==> config.mk <==
export PLATFORM = sky130hd
export DESIGN_NAME = cmm_mac
export DESIGN_NICKNAME = d
export VERILOG_FILES = /design/src/rtl/cmm_pkg.sv /design/src/rtl/cmm_mac.sv
export SDC_FILE = /design/constraint.sdc
export NUM_CORES = 2
export LEC_CHECK = 0
export ABC_AREA = 1
export BUFFER_PORTS_ARGS = -buffer_cell sky130_fd_sc_hd__buf_2
export CORE_AREA = 4 4 329 331
export CTS_BUF_LIST = sky130_fd_sc_hd__clkbuf_8
export DETAILED_ROUTE_END_ITERATION = 16
export DIE_AREA = 0 0 333 335
export PLACE_DENSITY = 0.78
export SYNTH_ARGS = -nofsm -noshare
export SYNTH_HDL_FRONTEND = slang
export SYNTH_SLANG_ARGS = --single-unit
==> constraint.sdc <==
create_clock -name i_clk -period 8.95 [get_ports i_clk]
set_input_delay 1.79 -clock i_clk [delete_from_list [all_inputs] [get_ports i_clk]]
set_output_delay 1.79 -clock i_clk [all_outputs]
set_load 0.05 [all_outputs]
==> src/rtl/cmm_pkg.sv <==
// Shared constants, codes and types for the complex matrix multiplier.
// Used by cmm_store, cmm_mac and complex_matrix_multiply_core; depends on nothing.
package cmm_pkg;

    localparam int MAX_DIM    = 8;
    localparam int DATA_WIDTH = 16;
    localparam int CELLS      = MAX_DIM * MAX_DIM;
    localparam int ADDR_W     = $clog2(CELLS);
    localparam int FILL_W     = $clog2(CELLS + 1);
    localparam int IDX_W      = (MAX_DIM > 1) ? $clog2(MAX_DIM) : 1;
    localparam int DIM_W      = 4;
    localparam int ELEM_W     = 2 * DATA_WIDTH;
    localparam int PROD_W     = 2 * DATA_WIDTH;
    localparam int ACC_W      = 40;
    localparam int CFG_IDX_W  = 2;

    typedef enum logic [1:0] {
        OP_LOAD_A = 2'd0,
        OP_LOAD_B = 2'd1,
        OP_START  = 2'd2,
        OP_NONE   = 2'd3
    } t_op;

    typedef enum logic [CFG_IDX_W-1:0] {
        REG_A_ROWS = 2'd0,
        REG_A_COLS = 2'd1,
        REG_B_ROWS = 2'd2,
        REG_B_COLS = 2'd3
    } t_reg_idx;

    // Sideband that travels with each memory read through the MAC pipeline.
    typedef struct packed {
        logic first;     // first term of a dot product: restart the sum
        logic last_k;    // final term: the sum is a finished result
        logic last_all;  // final result of the whole run
    } t_tag;

    // Written values of 0 read as 1, values above MAX_DIM as MAX_DIM.
    function automatic logic [DIM_W-1:0] clamp_dim(input logic [DIM_W-1:0] v);
        logic [DIM_W-1:0] r;
        r = v;
        if (v == '0) begin
            r = DIM_W'(1);
        end else if (v > DIM_W'(MAX_DIM)) begin
            r = DIM_W'(MAX_DIM);
        end
        return r;
    endfunction

endpackage

==> src/rtl/cmm_mac.sv <==
// Complex multiply-accumulate pipeline: product stage, then the running sum.
// Depends on cmm_pkg; fed by two cmm_store read ports.
module cmm_mac
    import cmm_pkg::*;
(
    input  logic              i_clk,
    input  logic              i_rst_n,
    input  logic              i_adv,
    input  logic              i_issue_v,
    input  t_tag              i_issue_tag,
    input  logic [ELEM_W-1:0] i_a_data,
    input  logic [ELEM_W-1:0] i_b_data,
    output logic              o_busy,
    output logic              o_res_valid,
    output logic              o_res_last,
    output logic [ACC_W-1:0]  o_res_re,
    output logic [ACC_W-1:0]  o_res_im
);

    logic        r_s1_v;
    logic        r_s2_v;
    t_tag        r_s1_tag;
    t_tag        r_s2_tag;

    logic signed [PROD_W-1:0] r_p_rr;
    logic signed [PROD_W-1:0] r_p_ii;
    logic signed [PROD_W-1:0] r_p_ri;
    logic signed [PROD_W-1:0] r_p_ir;
    logic        [ACC_W-1:0]  r_acc_re;
    logic        [ACC_W-1:0]  r_acc_im;

    logic signed [DATA_WIDTH-1:0] a_re, a_im, b_re, b_im;
    logic        [ACC_W-1:0]      term_re, term_im;
    logic        [ACC_W-1:0]      n_acc_re, n_acc_im;

    assign a_re = i_a_data[DATA_WIDTH-1:0];
    assign a_im = i_a_data[ELEM_W-1:DATA_WIDTH];
    assign b_re = i_b_data[DATA_WIDTH-1:0];
    assign b_im = i_b_data[ELEM_W-1:DATA_WIDTH];

    always_ff @(posedge i_clk) begin
        if (!i_rst_n) begin
            r_s1_v <= 1'b0;
            r_s2_v <= 1'b0;
        end else if (i_adv) begin
            r_s1_v <= i_issue_v;
            r_s2_v <= r_s1_v;
        end
    end

    always_ff @(posedge i_clk) begin
        if (i_adv) begin
            r_s1_tag <= i_issue_tag;
            r_s2_tag <= r_s1_tag;
            r_p_rr   <= a_re * b_re;
            r_p_ii   <= a_im * b_im;
            r_p_ri   <= a_re * b_im;
            r_p_ir   <= a_im * b_re;
        end
    end

    always_comb begin
        term_re  = ACC_W'(r_p_rr) - ACC_W'(r_p_ii);
        term_im  = ACC_W'(r_p_ri) + ACC_W'(r_p_ir);
        n_acc_re = r_s2_tag.first ? term_re : r_acc_re + term_re;
        n_acc_im = r_s2_tag.first ? term_im : r_acc_im + term_im;
    end

    always_ff @(posedge i_clk) begin
        if (i_adv && r_s2_v) begin
            r_acc_re <= n_acc_re;
            r_acc_im <= n_acc_im;
        end
    end

    assign o_busy      = r_s1_v || r_s2_v;
    assign o_res_valid = r_s2_v && r_s2_tag.last_k;
    assign o_res_last  = r_s2_tag.last_all;
    assign o_res_re    = n_acc_re;
    assign o_res_im    = n_acc_im;

endmodule

==> qor.txt <==
Post-Synthesis Net Count -> 8962
Later-pin clock latency in the skew report -> 660 ps
Largest net degree at the start of global routing -> 89
Critical Path RT -> 9330 ps
Mapped Avg Cell Area -> 7.834 sq um
Remaining design rule violation count -> 0
Commonest non-fill, non-tap cell in the layout -> inv_1
Count of port buffers added during placement -> 153
Max Clock Skew -> 43.64 ps
Synthesis-to-layout area growth -> 5.570%
Number of distinct library cell variants in the gate-level netlist after synthesis -> 55
Cell family with most CP delay -> adder cells
Post-detailed-route via-to-cell ratio -> 5.389
GPL Wtd Cong -> 0.9665
H-tree level count -> 2
Utilization of the core after routing -> 57.98%
Crit-path slowest cell -> buf_2
Worst min path class -> flop to flop
Via Count -> 47781
Post-Synthesis Cells -> 7369
Storage element area -> 6466 sq um
Maximum fanout along the worst path -> 32
Max capacitance violation total -> 0
Cell area after synthesis -> 57730 sq um
RSZ-0062 raised after global routing -> no
Core area -> 105100 sq um
Hold violation count in the final report -> 0
Remaining global-route overflow -> 0
Sum Neg Setup Slack -> 0 ps
Die outline width -> 333 um
Number of buffers inserted during clock tree synthesis -> 44
Flop and latch count out of synthesis -> 216
Ratio of cells with drive above 1 in the final layout -> 5.201%
Detailed Route WL -> 165200 um
Antenna violations before repair -> 21
Worst-Margin Slew -> 1153 ps
# clock sinks -> 216
Highest-count cells in the layout ignoring fill and taps -> inv_1, nand2_1, fa_1
Worst rel slew slack -> 23.13%
Number of enable-type register cells in the synthesized netlist -> 214
Cell occurring most often along the worst timing path -> fa_1
Count of filler cells inserted in the layout -> 9723
Die area -> 111600 sq um
Worst-path clk slew -> 60 ps
Number of synthesis warnings -> 0
Async set or reset register ratio after synthesis -> 0%
Crit path kind -> primary input to flop
Outcome -> finished clean
Net count, final -> 9022
Multi-input combinational cell area -> 42990 sq um
Routed length per placed instance -> 18.63 um
Achievable clock frequency -> 0.1295 GHz
Maximum clock insertion buffer count -> 3
Total of hold buffers inserted after clock tree synthesis -> 0
Clock tree from TritonCTS -> yes
Count of TritonRoute iterations in the first routing pass -> 7
Total GRT Usage -> 29.98%
Post-Route Hold Slack -> 420.3 ps
Register area share after synthesis -> 11.20%
Number of global-route vias before repair -> 49935
Setup slack after placement -> 747.1 ps
Time the final worst path needs with I/O delays and setup -> 7721 ps
Post-detailed-placement half-perimeter wirelength -> 137300 um
Root buffer cell -> clkbuf_8
Worst path bufs/invs -> 4
First-iteration detailed-routing DRC count -> 3991
Setup violations, final -> 0
Main flop type after synthesis -> edfxtp_1
Buffers inserted during post-CTS setup optimization -> 0
Final setup slack of the worst path -> 1229 ps
Final antenna-violating net count -> 0
Boundary Pins -> 154
Row count -> 119
Critical Path, Cell by Cell -> buf_2 -> nand2_1 -> inv_1 -> fa_1 -> fa_1 -> fa_1 -> fa_1 -> fa_1 -> inv_1 -> fa_1 -> inv_1 -> ha_1 -> a21oi_1 -> o21ai_0 -> a21oi_1 -> nand3_1 -> a21o_1 -> nand2_1 -> nand2_1 -> nand2_1 -> nand2_1
Initial core utilization -> 54.92%
Critical path arrival -> 8100 ps
Fin. max-slew vios -> 0
Nature of the critical path startpoint -> primary input
Ratio of final minimum period to clock period -> 86.27%
Post-CTS Resized -> 0
Vertical die dimension -> 335 um
Max stage delay on crit path -> 580 ps
Crit. End Element -> flop
Wire length of the first global-routing pass -> 264800 um
## per-stage QoR
stage | instance area, sq um | std cells
after floorplan | 57730 | 7369
after global placement | 59990 | 8774
after detailed placement | 59990 | 8774
after CTS | 60910 | 8851
after global routing | 60920 | 8857
final | 60940 | 8866
## per-layer routing
layer	up-vias	wire length (um)	track usage [%]
li1	22000	-	-
met1	23423	67060	40.49
met2	2010	75210	48.18
met3	334	15160	5.594
met4	14	7634	11.89
met5	-	109	0
## Yosys cell counts, types with 4 or more instances
library cell	n	area share, %
inv_2	4	0.026
a21oi_2	11	0.17
and2_1	18	0.20
o21ai_1	17	0.15
nor3_1	46	0.40
xor2_1	129	2.0
a21boi_0	15	0.20
a21o_1	31	0.40
o21bai_2	5	0.098
o211ai_1	7	0.091
or2_1	7	0.076
edfxtp_1	214	11
nor2_1	390	2.5
nand3_2	6	0.10
nand3b_1	18	0.23
ha_1	470	10
o21bai_1	38	0.49
nor2_2	4	0.043
nand3_1	210	1.8
o21ai_2	14	0.21
nand4_1	42	0.46
buf_2	5	0.043
a21oi_1	286	2.5
a21boi_2	7	0.14
a221oi_1	4	0.061
a31oi_1	18	0.20
xnor2_1	68	1.0
clkbuf_1	198	1.3
nand2_1	1751	11
a211oi_1	6	0.078
a21boi_1	4	0.052
or2_2	16	0.17
fa_1	1052	36
nor4_1	5	0.054
o21ai_0	204	1.8
nor3_2	6	0.10
nand2_2	19	0.21
buf_1	5	0.033
inv_1	1990	13
## state kept, by name, indices dropped and copies added (netlist names)
signal	count
r_p_ri	32
r_s1_v	1
o_res_last	1
r_acc_re	40
r_s1_tag	3
r_p_ii	32
r_s2_v	1
r_acc_im	40
r_p_ir	32
r_p_rr	32
r_s2_tag	2
## cell families (layout without fill, tap and decap cells)
logic type                 count (synthesis)  in the layout  synth area share, %
and+or+nand+nor                         2547           2547                17.91
buffers and inverters                   2203           2294                14.34
adders and majority gates               1522           1522                46.67
AOI/OAI and AO/OA                        681            681                6.810
DFF                                      216            216                11.20
xor gates and xnor gates                 200            200                3.073
other                                      0             15                    0
## layout make-up
type	instances	share of cell area (%)
Tap cell	1391	2.856
Sequential cell	216	10.61
Inverter	1995	12.29
Clock inverter	33	0.5174
Multi-Input combinational cell	4950	70.53
Clock buffer	44	0.9937
Timing Repair Buffer	222	2.137
Antenna cell	15	0.06159
## final timing paths
kind / from / endpoint / slack [ps] / depth (start not counted)
setup / recovery: i_b_data[17] / r_p_ii[26] / 1230 / 21
hold / removal: r_s1_tag[2] / r_s2_tag[2] / 420 / 0
setup reg to reg: r_p_ri[27] / r_acc_im[39] / 4450 / 19
hold reg to reg: r_s1_tag[2] / r_s2_tag[2] / 420 / 0
Power is not shown: default switching activity piles up to over one toggle a cycle in this logic, so the estimate is an artifact.
